[config.mk]
export PLATFORM = sky130hd
export DESIGN_NAME = multi_channel_deadline_timer
export DESIGN_NICKNAME = d
export VERILOG_FILES = /design/src/mcdt_pkg.sv /design/src/multi_channel_deadline_timer.sv /design/src/mcdt_cell.sv /design/src/mcdt_slot_unit.sv
export VERILOG_INCLUDE_DIRS = /design/src /design/src/src
export SDC_FILE = /design/constraint.sdc
export NUM_CORES = 2
export LEC_CHECK = 0
export BUFFER_PORTS_ARGS = -buffer_cell sky130_fd_sc_hd__buf_4
export CAP_MARGIN = 20
export CORE_AREA = 2 2 413 415
export DETAILED_ROUTE_END_ITERATION = 16
export DIE_AREA = 0 0 415 417
export PLACE_DENSITY = 0.41
export SLEW_MARGIN = 0
export SYNTH_ARGS = -nofsm -noshare
export SYNTH_HDL_FRONTEND = slang
export SYNTH_SLANG_ARGS = --single-unit
[constraint.sdc]
create_clock -name clk -period 5.11 [get_ports clk]
set_clock_uncertainty 0.1 [all_clocks]
set_input_delay 1.022 -clock clk [delete_from_list [all_inputs] [get_ports clk]]
set_output_delay 1.022 -clock clk [all_outputs]
set_load 0.02 [all_outputs]
[src/multi_channel_deadline_timer_assert.svh]
// ----------------------------------------------------------------------------
// Assertion macros for the deadline timer bank
// Same-cycle and next-cycle implication checks, clocked on clk, off in reset.
// ----------------------------------------------------------------------------
`ifndef MULTI_CHANNEL_DEADLINE_TIMER_ASSERT_SVH
`define MULTI_CHANNEL_DEADLINE_TIMER_ASSERT_SVH

// Consequent must hold in the same cycle as the antecedent
`define MCDT_ASSERT_NOW(lbl, ante, cons) \
    lbl: assert property (@(posedge clk) disable iff (!rst_n) (ante) |-> (cons)) \
        else $error("timer bank check failed");

// Consequent must hold in the cycle after the antecedent
`define MCDT_ASSERT_NEXT(lbl, ante, cons) \
    lbl: assert property (@(posedge clk) disable iff (!rst_n) (ante) |=> (cons)) \
        else $error("timer bank check failed");

`endif

[src/mcdt_pkg.sv]
// ----------------------------------------------------------------------------
// mcdt_pkg
// Shared types and constants of the deadline timer bank.
// ----------------------------------------------------------------------------
`timescale 1ns / 1ps
`default_nettype none

package mcdt_pkg;

    // Command codes
    typedef enum logic [2:0] {
        OP_TICK     = 3'd0,
        OP_INIT     = 3'd1,
        OP_DETACH   = 3'd2,
        OP_START    = 3'd3,
        OP_STOP     = 3'd4,
        OP_CONTINUE = 3'd5,
        OP_RESTART  = 3'd6,
        OP_QUERY    = 3'd7
    } opcode_t;

    // Slot run states
    localparam logic [1:0] RS_STOPPED  = 2'd0;
    localparam logic [1:0] RS_RUNNING  = 2'd1;
    localparam logic [1:0] RS_TIMEDOUT = 2'd2;

    // Result kinds
    localparam logic KIND_ACK    = 1'b0;
    localparam logic KIND_EXPIRY = 1'b1;

    // Wrap-safe window: deadline counts as passed when now - deadline is below this
    localparam logic [31:0] HALF_RANGE = 32'h7FFF_FFFF;

    // Expiry limit per tick and the width of its counter
    localparam int unsigned MAX_RESULTS = 16;
    localparam int unsigned NRES_W      = $clog2(MAX_RESULTS + 1);

    // One timer slot
    typedef struct packed {
        logic        registered;
        logic        enabled;
        logic        periodic;
        logic [1:0]  run_state;
        logic [31:0] delay_ticks;
        logic [31:0] deadline;
    } slot_rec_t;

    // Slot after reset
    localparam slot_rec_t SLOT_RESET = '{
        registered:  1'b0,
        enabled:     1'b0,
        periodic:    1'b1,
        run_state:   RS_STOPPED,
        delay_ticks: 32'd0,
        deadline:    32'd0
    };

    // Slot after init
    localparam slot_rec_t SLOT_INIT = '{
        registered:  1'b1,
        enabled:     1'b0,
        periodic:    1'b1,
        run_state:   RS_STOPPED,
        delay_ticks: 32'd0,
        deadline:    32'd0
    };

    // Command fields held for the length of one item
    typedef struct packed {
        opcode_t     op;
        logic        run_mode;
        logic [31:0] delay;
        logic [31:0] now;
    } cmd_t;

    // What the head unit reports about the slot it just handled
    typedef struct packed {
        logic       ok;
        logic       mode;
        logic [1:0] state;
    } slot_rep_t;

endpackage

`default_nettype wire

[src/multi_channel_deadline_timer.sv]
// ----------------------------------------------------------------------------
// multi_channel_deadline_timer
// Bank of one-shot or periodic deadline timers held in a rotating ring.
// ----------------------------------------------------------------------------
// Usage:
//   Command channel: drive opcode, timer_index, run_mode, delay and now and
//   raise start; the item is taken at a clock edge where start is high and
//   busy is low. Results come out on kind, slot, ok, mode_now, slot_state
//   and last, each valid for the one cycle in which strobe is high; the
//   receiver must take them then, it cannot stall the bank.
//   The slots sit in a ring of NUM_TIMERS cells that turns once per item,
//   one place per cycle, past a single head unit that does the compare and
//   the re-arm add. The slot count sets the cost: every item keeps busy high
//   through the whole turn and the done state after it, so no new item is
//   taken until the previous one is finished.
//   A command answers with one acknowledge, registered out of the done state
//   that ends the turn. A tick gives one expiry per due slot in slot order,
//   at most 16, the last one flagged with last; a tick with nothing due
//   gives no result.
//   Reset clears every slot to unregistered, disabled, periodic, stopped,
//   zero delay and zero deadline, and leaves the bank idle.
// ----------------------------------------------------------------------------
`timescale 1ns / 1ps
`default_nettype none

`include "multi_channel_deadline_timer_assert.svh"

module multi_channel_deadline_timer
    import mcdt_pkg::*;
#(
    parameter int unsigned NUM_TIMERS = 16
)
(
    input  wire logic        clk,
    input  wire logic        rst_n,
    input  wire logic        start,
    output logic             busy,
    input  wire logic [2:0]  opcode,
    input  wire logic [3:0]  timer_index,
    input  wire logic        run_mode,
    input  wire logic [31:0] delay,
    input  wire logic [31:0] now,
    output logic             strobe,
    output logic             kind,
    output logic [3:0]       slot,
    output logic             ok,
    output logic             mode_now,
    output logic [1:0]       slot_state,
    output logic             last
);

    localparam int unsigned CW = (NUM_TIMERS > 1) ? $clog2(NUM_TIMERS) : 1;
    localparam int unsigned IW = (CW > 4) ? CW : 4;
    localparam logic [CW-1:0] CNT_LAST = CW'(NUM_TIMERS - 1);

    typedef enum logic [2:0] {
        S_IDLE = 3'b001,
        S_ROT  = 3'b010,
        S_DONE = 3'b100
    } fsm_t;

    fsm_t              state_reg, state_next;
    logic [CW-1:0]     cnt_reg, cnt_next;
    logic [NRES_W-1:0] nres_reg, nres_next;
    cmd_t              cmd_reg, cmd_next;
    logic [3:0]        idx_reg, idx_next;

    // Held result, released once the next one or the end of the turn is known
    logic       hold_valid_reg, hold_valid_next;
    logic       hold_kind_reg, hold_kind_next;
    logic [3:0] hold_slot_reg, hold_slot_next;
    slot_rep_t  hold_rep_reg, hold_rep_next;

    // Output registers
    logic       strobe_reg, strobe_next;
    logic       kind_reg, kind_next;
    logic [3:0] slot_reg, slot_next;
    slot_rep_t  rep_out_reg, rep_out_next;
    logic       last_reg, last_next;

    slot_rec_t     cell_rec [NUM_TIMERS];
    slot_rec_t     head_rec;
    logic          rotate;
    logic          scan;
    logic          sel;
    logic          hit;
    slot_rep_t     head_rep;
    logic [IW-1:0] cnt_wide;

    // Ring of slot cells; the head's result goes back in at the tail
    assign rotate = (state_reg == S_ROT);

    generate
        for (genvar gi = 0; gi < NUM_TIMERS; gi++)
        begin : g_cell
            if (gi == NUM_TIMERS - 1)
            begin : g_tail
                mcdt_cell u_cell (
                    .clk      (clk),
                    .rst_n    (rst_n),
                    .shift_en (rotate),
                    .rec_in   (head_rec),
                    .rec_out  (cell_rec[gi])
                );
            end
            else
            begin : g_body
                mcdt_cell u_cell (
                    .clk      (clk),
                    .rst_n    (rst_n),
                    .shift_en (rotate),
                    .rec_in   (cell_rec[gi + 1]),
                    .rec_out  (cell_rec[gi])
                );
            end
        end
    endgenerate

    // Head unit: slot number cnt_reg is at cell 0 in this cycle
    assign cnt_wide = IW'(cnt_reg);
    assign scan     = rotate && (cmd_reg.op == OP_TICK) && (nres_reg < NRES_W'(MAX_RESULTS));
    assign sel      = rotate && (cmd_reg.op != OP_TICK) && (cnt_wide == IW'(idx_reg));

    mcdt_slot_unit u_head (
        .rec_in  (cell_rec[0]),
        .cmd     (cmd_reg),
        .sel     (sel),
        .scan    (scan),
        .rec_out (head_rec),
        .hit     (hit),
        .rep     (head_rep)
    );

    // Sequencer
    always_comb
    begin
        state_next      = state_reg;
        cnt_next        = cnt_reg;
        nres_next       = nres_reg;
        cmd_next        = cmd_reg;
        idx_next        = idx_reg;
        hold_valid_next = hold_valid_reg;
        hold_kind_next  = hold_kind_reg;
        hold_slot_next  = hold_slot_reg;
        hold_rep_next   = hold_rep_reg;
        strobe_next     = 1'b0;
        kind_next       = kind_reg;
        slot_next       = slot_reg;
        rep_out_next    = rep_out_reg;
        last_next       = last_reg;

        case (state_reg)
            S_IDLE:
            begin
                if (start)
                begin
                    cmd_next.op       = opcode_t'(opcode);
                    cmd_next.run_mode = run_mode;
                    cmd_next.delay    = delay;
                    cmd_next.now      = now;
                    idx_next          = timer_index;
                    cnt_next          = '0;
                    nres_next         = '0;
                    // A command always answers; out-of-range slots keep this one
                    hold_valid_next   = (opcode_t'(opcode) != OP_TICK);
                    hold_kind_next    = KIND_ACK;
                    hold_slot_next    = timer_index;
                    hold_rep_next     = '0;
                    state_next        = S_ROT;
                end
            end
            S_ROT:
            begin
                if (hit)
                begin
                    // A new expiry means the held one is not the last
                    if (hold_valid_reg)
                    begin
                        strobe_next  = 1'b1;
                        kind_next    = hold_kind_reg;
                        slot_next    = hold_slot_reg;
                        rep_out_next = hold_rep_reg;
                        last_next    = 1'b0;
                    end
                    hold_valid_next = 1'b1;
                    hold_kind_next  = KIND_EXPIRY;
                    hold_slot_next  = cnt_wide[3:0];
                    hold_rep_next   = head_rep;
                    nres_next       = nres_reg + NRES_W'(1);
                end
                else if (sel)
                begin
                    hold_rep_next = head_rep;
                end
                if (cnt_reg == CNT_LAST)
                begin
                    state_next = S_DONE;
                end
                else
                begin
                    cnt_next = cnt_reg + CW'(1);
                end
            end
            S_DONE:
            begin
                if (hold_valid_reg)
                begin
                    strobe_next  = 1'b1;
                    kind_next    = hold_kind_reg;
                    slot_next    = hold_slot_reg;
                    rep_out_next = hold_rep_reg;
                    last_next    = 1'b1;
                end
                hold_valid_next = 1'b0;
                state_next      = S_IDLE;
            end
            default:
            begin
                state_next = S_IDLE;
            end
        endcase
    end

    // Control registers
    always_ff @(posedge clk or negedge rst_n)
    begin
        if (!rst_n)
        begin
            state_reg      <= S_IDLE;
            cnt_reg        <= '0;
            nres_reg       <= '0;
            hold_valid_reg <= 1'b0;
            strobe_reg     <= 1'b0;
        end
        else
        begin
            state_reg      <= state_next;
            cnt_reg        <= cnt_next;
            nres_reg       <= nres_next;
            hold_valid_reg <= hold_valid_next;
            strobe_reg     <= strobe_next;
        end
    end

    // Payload registers
    always_ff @(posedge clk)
    begin
        cmd_reg       <= cmd_next;
        idx_reg       <= idx_next;
        hold_kind_reg <= hold_kind_next;
        hold_slot_reg <= hold_slot_next;
        hold_rep_reg  <= hold_rep_next;
        kind_reg      <= kind_next;
        slot_reg      <= slot_next;
        rep_out_reg   <= rep_out_next;
        last_reg      <= last_next;
    end

    assign busy       = (state_reg != S_IDLE);
    assign strobe     = strobe_reg;
    assign kind       = kind_reg;
    assign slot       = slot_reg;
    assign ok         = rep_out_reg.ok;
    assign mode_now   = rep_out_reg.mode;
    assign slot_state = rep_out_reg.state;
    assign last       = last_reg;

    // Checks
    `MCDT_ASSERT_NEXT(a_accept_busy, start && !busy, state_reg == S_ROT)
    `MCDT_ASSERT_NEXT(a_done_idle, state_reg == S_DONE, !busy)
    `MCDT_ASSERT_NOW(a_ack_is_last, strobe && (kind == KIND_ACK), last)
    `MCDT_ASSERT_NOW(a_nres_limit, hit, nres_reg < NRES_W'(MAX_RESULTS))
    `MCDT_ASSERT_NOW(a_one_action, rotate, !(sel && scan))

endmodule

`default_nettype wire

[src/mcdt_cell.sv]
// ----------------------------------------------------------------------------
// mcdt_cell
// One timer slot of the ring; takes its neighbor's slot on every shift.
// ----------------------------------------------------------------------------
`timescale 1ns / 1ps
`default_nettype none

module mcdt_cell
    import mcdt_pkg::*;
(
    input  wire logic      clk,
    input  wire logic      rst_n,
    input  wire logic      shift_en,
    input  wire slot_rec_t rec_in,
    output slot_rec_t      rec_out
);

    slot_rec_t rec_reg;
    slot_rec_t rec_next;

    // Move one place along the ring while the bank rotates
    always_comb
    begin
        rec_next = shift_en ? rec_in : rec_reg;
    end

    always_ff @(posedge clk or negedge rst_n)
    begin
        if (!rst_n)
        begin
            rec_reg <= SLOT_RESET;
        end
        else
        begin
            rec_reg <= rec_next;
        end
    end

    assign rec_out = rec_reg;

endmodule

`default_nettype wire

[src/mcdt_slot_unit.sv]
// ----------------------------------------------------------------------------
// mcdt_slot_unit
// Head of the ring: applies a command or the tick check to the passing slot.
// ----------------------------------------------------------------------------
`timescale 1ns / 1ps
`default_nettype none

module mcdt_slot_unit
    import mcdt_pkg::*;
(
    input  wire slot_rec_t rec_in,
    input  wire cmd_t      cmd,
    input  wire logic      sel,
    input  wire logic      scan,
    output slot_rec_t      rec_out,
    output logic           hit,
    output slot_rep_t      rep
);

    logic [31:0] arm_delay;
    logic [31:0] arm_deadline;
    logic        arm_ok;
    logic [31:0] elapsed;
    logic        due;
    logic        ok;

    // Arming and wrap-safe deadline check, shared by commands and ticks
    always_comb
    begin
        arm_delay    = (cmd.op == OP_START) ? cmd.delay : rec_in.delay_ticks;
        arm_deadline = cmd.now + arm_delay;
        arm_ok       = (arm_delay != 32'd0);
        elapsed      = cmd.now - rec_in.deadline;
        due          = (elapsed < HALF_RANGE);
    end

    // Slot update
    always_comb
    begin
        rec_out = rec_in;
        hit     = 1'b0;
        ok      = 1'b1;
        if (scan)
        begin
            if (rec_in.registered && rec_in.enabled && due)
            begin
                hit               = 1'b1;
                rec_out.enabled   = 1'b0;
                rec_out.run_state = RS_TIMEDOUT;
                if (rec_in.periodic)
                begin
                    if (arm_ok)
                    begin
                        rec_out.deadline  = arm_deadline;
                        rec_out.enabled   = 1'b1;
                        rec_out.run_state = RS_RUNNING;
                    end
                    else
                    begin
                        ok = 1'b0;
                    end
                end
            end
        end
        else if (sel)
        begin
            case (cmd.op)
                OP_INIT:
                begin
                    rec_out = SLOT_INIT;
                end
                OP_DETACH:
                begin
                    rec_out.registered = 1'b0;
                end
                OP_START, OP_RESTART:
                begin
                    if (cmd.op == OP_START)
                    begin
                        rec_out.periodic    = cmd.run_mode;
                        rec_out.delay_ticks = cmd.delay;
                    end
                    if (arm_ok)
                    begin
                        rec_out.deadline  = arm_deadline;
                        rec_out.enabled   = 1'b1;
                        rec_out.run_state = RS_RUNNING;
                    end
                    else
                    begin
                        ok = 1'b0;
                    end
                end
                OP_STOP:
                begin
                    rec_out.enabled   = 1'b0;
                    rec_out.run_state = RS_STOPPED;
                end
                OP_CONTINUE:
                begin
                    rec_out.enabled   = 1'b1;
                    rec_out.run_state = RS_RUNNING;
                end
                default:
                begin
                    rec_out = rec_in;
                end
            endcase
        end
    end

    // Report fields reflect the slot after the update
    assign rep.ok    = ok;
    assign rep.mode  = rec_out.periodic;
    assign rep.state = rec_out.run_state;

endmodule

`default_nettype wire
* Yosys cells after proc, flatten, opt, wreduce, memory -nomap -nowiden
Index checks and enable logic that the tools add are counted.
** Word-level totals
- Flip-flop bits (word level) :: 1209
- Bits in latches :: 0
- Memory bits (writable) :: 0
- Memory bits (read-only) :: 0
- Bits of input ports :: 75
- Memories :: 0
** Operators by class
- $add $sub $neg :: 4
- $mul :: 0
- Div/mod/pow operators :: 0
- Order comparisons :: 2
- Equality and inequality tests :: 19
- Shifts and indexed selects :: 0
- Mux-type cells :: 68
- Bitwise gates (word level) :: 0
- Reduce and logical (&&, ||, !) cells :: 23
** Operators by type and width (number)
- 32-bit two-way mux :: 6
- 64-bit one-hot mux with 2 select lines :: 1
- 69-bit two-way mux :: 1
- 4-bit two-way mux :: 10
- 4-bit one-hot mux with 2 select lines :: 5
- 32-bit adder :: 1
- 32-bit by 31-bit < comparator with 1-bit output (second input constant) :: 1
- 32-bit nonzero test :: 1
- 32-bit subtractor :: 1
- 1-bit two-way mux :: 25
- 3-bit equality test (second input constant) :: 4
- 2-bit inequality test (second input constant) :: 6
- 1-bit one-hot mux with 2 select lines :: 6
- 3-bit AND reduction :: 4
- 2-bit two-way mux :: 5
- 5-bit two-way mux :: 2
- 5-bit one-hot mux with 2 select lines :: 1
- 3-bit by 2-bit equality test with 1-bit output (second input constant) :: 3
- 3-bit nonzero test :: 3
- 3-bit by 1-bit equality test with 1-bit output (second input constant) :: 2
- 1-bit logical AND :: 6
- 3-bit two-way mux :: 2
- 1-bit one-hot mux with 3 select lines :: 2
- 2-bit one-hot mux with 3 select lines :: 1
- 13 further kinds :: 17

* Logic depth before layout (Yosys ltp)
- Word-level depth :: 10
- Mapped depth :: 20
- Gate-level depth less buffers :: 18

* By module
Synthesis repeated with hierarchy kept, for this count alone.
** Second synthesis, totals
- Cells, all modules :: 3374
- Area total of the unflattened synthesis :: 50795.0 sq um
** Modules (own cells, without submodules)
- mcdt_cell :: instances 16, cells each 146, area each 2605.0 sq um, sequential area each 1727.9 sq um
- mcdt_slot_unit :: instances 1, cells each 845, area each 5492.8 sq um, sequential area each 0.0 sq um
- multi_channel_deadline_timer :: instances 1, cells each 193, area each 3622.2 sq um, sequential area each 3084.2 sq um

* Worst setup path before layout
Ideal clock, no wire load.
- Kind :: reg-to-reg
- Start :: register cmd_reg[67] (netlist name)
- End :: register g_cell[15].g_tail.u_cell.rec_reg, in the netlist g_cell[15].g_tail.u_cell.rec_out[30]
- Arrival :: 3.910 ns
- Slack :: 1.000 ns
- Cell stages (with the launch flop) :: 21
- Buffers on the path :: 2
- Clock period less this slack :: 4.110 ns
- Cell sequence :: edfxtp_1 buf_2 nor2b_2 nand2_1 buf_2 mux2i_1 inv_1 ha_1 inv_1 fa_1 nand2b_1 a21oi_1 o311a_1 a31oi_1 o31ai_1 o41ai_1 o21ai_0 xor2_1 a221o_1 o21ai_0 a311oi_1
** On the way
- Longest elaborated chain between the ends :: 7
** Ends and longest elaborated chain
- start: declaration :: line multi_channel_deadline_timer.sv:65 : cmd_t cmd_reg, cmd_next;
- start signal: assignment :: line multi_channel_deadline_timer.sv:248 : cmd_reg <= cmd_next;
- 3-bit by 2-bit equality test with 1-bit output :: line mcdt_slot_unit.sv:30, mcdt_slot_unit.sv:67
- 32-bit two-way mux :: line mcdt_slot_unit.sv:30 : arm_delay = (cmd.op == OP_START) ? cmd.delay : rec_in.delay_ticks;
- 32-bit adder / 32-bit nonzero test (equally long branches) :: line mcdt_slot_unit.sv:31, mcdt_slot_unit.sv:32
- 32-bit two-way mux :: line mcdt_slot_unit.sv:52, mcdt_slot_unit.sv:83
- 64-bit one-hot mux with 2 select lines / 32-bit two-way mux (equally long branches) :: line mcdt_slot_unit.sv:67, mcdt_slot_unit.sv:50
- 69-bit two-way mux / 32-bit two-way mux (equally long branches) :: line mcdt_slot_unit.sv:65, mcdt_slot_unit.sv:45
- 32-bit two-way mux (*) :: line mcdt_slot_unit.sv:43 : if (scan)
- end signal: assignment :: line mcdt_cell.sv:35 : rec_reg <= rec_next;
- end: declaration :: line mcdt_cell.sv:18 : slot_rec_t rec_reg;
Mark *: on every way between the ends. The rest lies on a longest branch, timed or not.
A chain may end at the register's enable or synchronous reset.

* Final worst setup path
- Start :: register cmd_reg[65] (netlist name)
- End :: register g_cell[15].g_tail.u_cell.rec_reg, in the netlist g_cell[15].g_tail.u_cell.rec_out[30]
The elaborated chain is that of the path after synthesis.

==> flow_metrics.py <==
metrics = {
    "status": {
        "status": "completed",
    },
    "clocking": {
        "max-clock-path-buffers": 3,
        "clock_sinks": 1209,
        "postCtsSetupBuffers": 0,
        "htreeDepth": 4,
        "ctsHoldBuffers": 0,
        "cts_made_buffers": 143,
        "cts_resized": 0,
        "cts_tree": "done",
        "clk_latency_ns": 0.75,
        "cts_root_buf": "clkbuf_16",
        "path_clk_slew_ns": 0.06,
    },
    "global_route": {
        "grt_pass1_vias": 36700,
        "antenna_found_initial": 5,
        "grt_usage": 0.156,
        "overflow": 0,
        "grt_max_degree": 226,
        "grt_pass1_wl_mm": 215,
    },
    "floorplanning": {
        "initial_core_util": 0.298,
        "io_pins": 87,
        "core_area_um2": 169000,
        "die_w_um": 415,
        "die_y_um": 417,
        "die-area_um2": 173000,
        "fp-row-count": 151,
    },
    "setup_path": {
        "cp.required_ns": 5.62,
        "path_max_fanout": 15,
        "crit_start": "cmd_reg[65]",
        "reg2reg_slack_ns": 0.35,
        "regToRegStartpoint": "cmd_reg[65]",
        "worst-setup-path-type": "reg2reg",
        "r2r-end": "g_cell[15].g_tail.u_cell.rec_out[30]",
        "critPathCaptureType": "flip-flop",
        "worst_ep_arrival_time_ns": 5.27,
        "cp-start-kind": "flip-flop",
        "r2r_cells": 17,
    },
    "route": {
        "wl_per_cell_um": 16.8,
        "antenna_left": 0,
        "drt_iter0_drc": 2483,
        "vias_per_cell": 4.56,
        "drtPass1Iterations": 5,
        "drt_wl_total_mm": 134,
        "vias": 36200,
        "drc": 0,
    },
    "yosys": {
        "synth_fp_nets": 5763,
        "async_reset_ff_frac": 0.925,
        "synth_edf_count": 91,
        "mappedNetlistArea_um2": 50300,
        "syn_inst": 5621,
        "yosysWarnings": 0,
        "synth-seq-cells": 1209,
        "yosysSeqAreaShare": 0.611,
        "yosysUniqueCellTypes": 85,
        "syn-mean-instance-area_um2": 8.94,
        "synth_top_flop_cell": "dfrtp_1",
    },
    "place": {
        "dp_hpwl_mm": 84.9,
        "portBuffers": 86,
        "dpl_cell_area_um2": 53200,
        "gp_congestion": 0.839,
        "place_inst": 7691,
    },
    "timing": {
        "fmax_mhz": 210,
        "finalSetupViolCount": 0,
        "finalHoldViolations": 0,
        "finalSetupTns_ns": 0,
        "whs_ns": 0.152,
        "rsz0062_at_grt": "no",
        "slew-limit-headroom": 0.296,
        "slew_viol_final": 0,
        "max_slew.worst_pin.slew_ns": 1.06,
        "fin_crit_ns": 4.76,
        "period_share": 0.932,
    },
    "power_and_ir_drop": {
        "irDropWorstVdd_mv": 0.373,
        "p_leak_nw": 30.9,
        "p_per_area_nw_per_um2": 461,
    },
    "final_layout": {
        "drive_above_1_share": 0.0750,
        "fin_area_um2": 58100,
        "synthToLayoutAreaGrowth_pct": 15.6,
        "final_common_cell": "nand2_1",
        "final.fill_count": 17600,
        "nNetsFinal": 5760,
        "finalCoreUtilization": 0.345,
        "largest_register_ffs": 1035,
        "num_antenna_cells": 0,
        "final_cells": 7952,
        "final_cell_mix": "nand2_1 (3,143), dfrtp_1 (1,101), clkbuf_16 (147)",
    },
    "job": {
        "max_cap_viol_count": 0,
    },
    "worst_hold_path": {
        "hp-class": "in2async",
    },
}
## worst max-delay path by stage
stage / end / slack [ns] / cells past startpoint
after CTS: g_cell[15].g_tail.u_cell.rec_out[30] / 0.39 / 17
after floorplan: g_cell[15].g_tail.u_cell.rec_out[30] / 1.00 / 20
final: g_cell[15].g_tail.u_cell.rec_out[30] / 0.35 / 17
after global routing: g_cell[15].g_tail.u_cell.rec_out[30] / 0.02 / 19
after detailed placement: g_cell[15].g_tail.u_cell.rec_out[30] / 0.42 / 17
after global placement: g_cell[15].g_tail.u_cell.rec_out[31] / 0.47 / 15
## area by class of cell
cell class | instances | area (µm²) | area share
tap | 2218 | 2780 | 0.0478
timing repair buffer | 155 | 1380 | 0.0238
clock buffer | 208 | 4220 | 0.0726
multi-input combinational | 4020 | 18000 | 0.310
sequential | 1209 | 30700 | 0.529
clock inverter | 53 | 656 | 0.0113
inverter | 89 | 342 | 0.00588
## Yosys cell counts (4+ instances only)
cell type,number,area (µm²)
a311oi_1,23,201
and2_1,5,31.3
o31ai_1,8,60.1
xor2_1,15,131
xnor2_1,22,193
buf_2,28,140
nand2b_1,5,31.3
clkbuf_1,268,1010
nand4_1,23,144
and3_1,10,62.6
o21bai_1,8,60.1
a21o_1,41,308
ha_1,65,813
dfrtp_1,1101,27600
o21a_1,15,113
dfstp_2,17,447
a221o_1,28,280
nand2_1,3144,11800
nand3_1,24,120
nor3_1,40,200
nor2_1,86,323
nor2b_1,13,81.3
mux2i_1,50,500
o211ai_1,15,113
or2_2,4,25.0
a31oi_1,7,43.8
a32oi_1,5,43.8
or3_1,12,75.1
edfxtp_1,91,2730
o21ai_0,141,706
inv_1,88,330
or4_1,5,37.5
a21oi_1,99,495
o22ai_1,4,25.0
nor4_1,10,62.6
buf_6,5,56.3
a211o_1,4,35.0
and4_1,6,52.6
a211oi_1,14,105
## cells by family (layout without fill, tap and decap cells)
family                   Yosys count  in the layout  synth area share
multiplexers                      53             53            0.0106
AO/OA/AOI/OAI                    464            464            0.0616
adder cells (fa/ha/maj)           67             67            0.0170
flip-flops                      1209           1209             0.611
buffers and inverters            392            505            0.0309
AND/OR/NAND/NOR                 3399           3399             0.262
XOR/XNOR                          37             37           0.00645
## worst max-delay path, cell delays in order (launching register included)
cell and delay (ns):
edfxtp_1 0.38, nor2b_2 0.18, nand2_2 0.42, buf_4 0.30, mux2i_1 0.36, inv_1 0.09, ha_1 0.24, or2_2 0.30
o311a_1 0.35, a31oi_1 0.39, o31ai_1 0.21, o41ai_1 0.37, buf_4 0.19, o21ai_0 0.08, xor2_1 0.16, a221o_1 0.31
o21ai_0 0.07, a311oi_1 0.06
## where the power goes
| part | leakage (nW) | switching [mW] | internal, mW |
|---|---|---|---|
| combinational | 12.3 | 3.46 | 1.27 |
| clock | 2.39 | 4.27 | 6.15 |
| sequential | 16.2 | 0.726 | 10.9 |
| total | 30.9 | 8.45 | 18.3 |
## through the flow
stage | total power [mW] | setup slack [ns]
after floorplan | 14.8 | 1.00
after global placement | 16.7 | 0.470
after detailed placement | 16.7 | 0.424
after CTS | 27.3 | 0.393
after global routing | 28.4 | 0.0181
final | 26.8 | 0.349
## layer usage
metal | GRT usage | part of all wire
met1 | 0.212 | 0.47
met2 | 0.252 | 0.47
met3 | 0.0266 | 0.035
met4 | 0.0509 | 0.029
met5 | 0 | 0
Power figures use the tool's default switching activity.
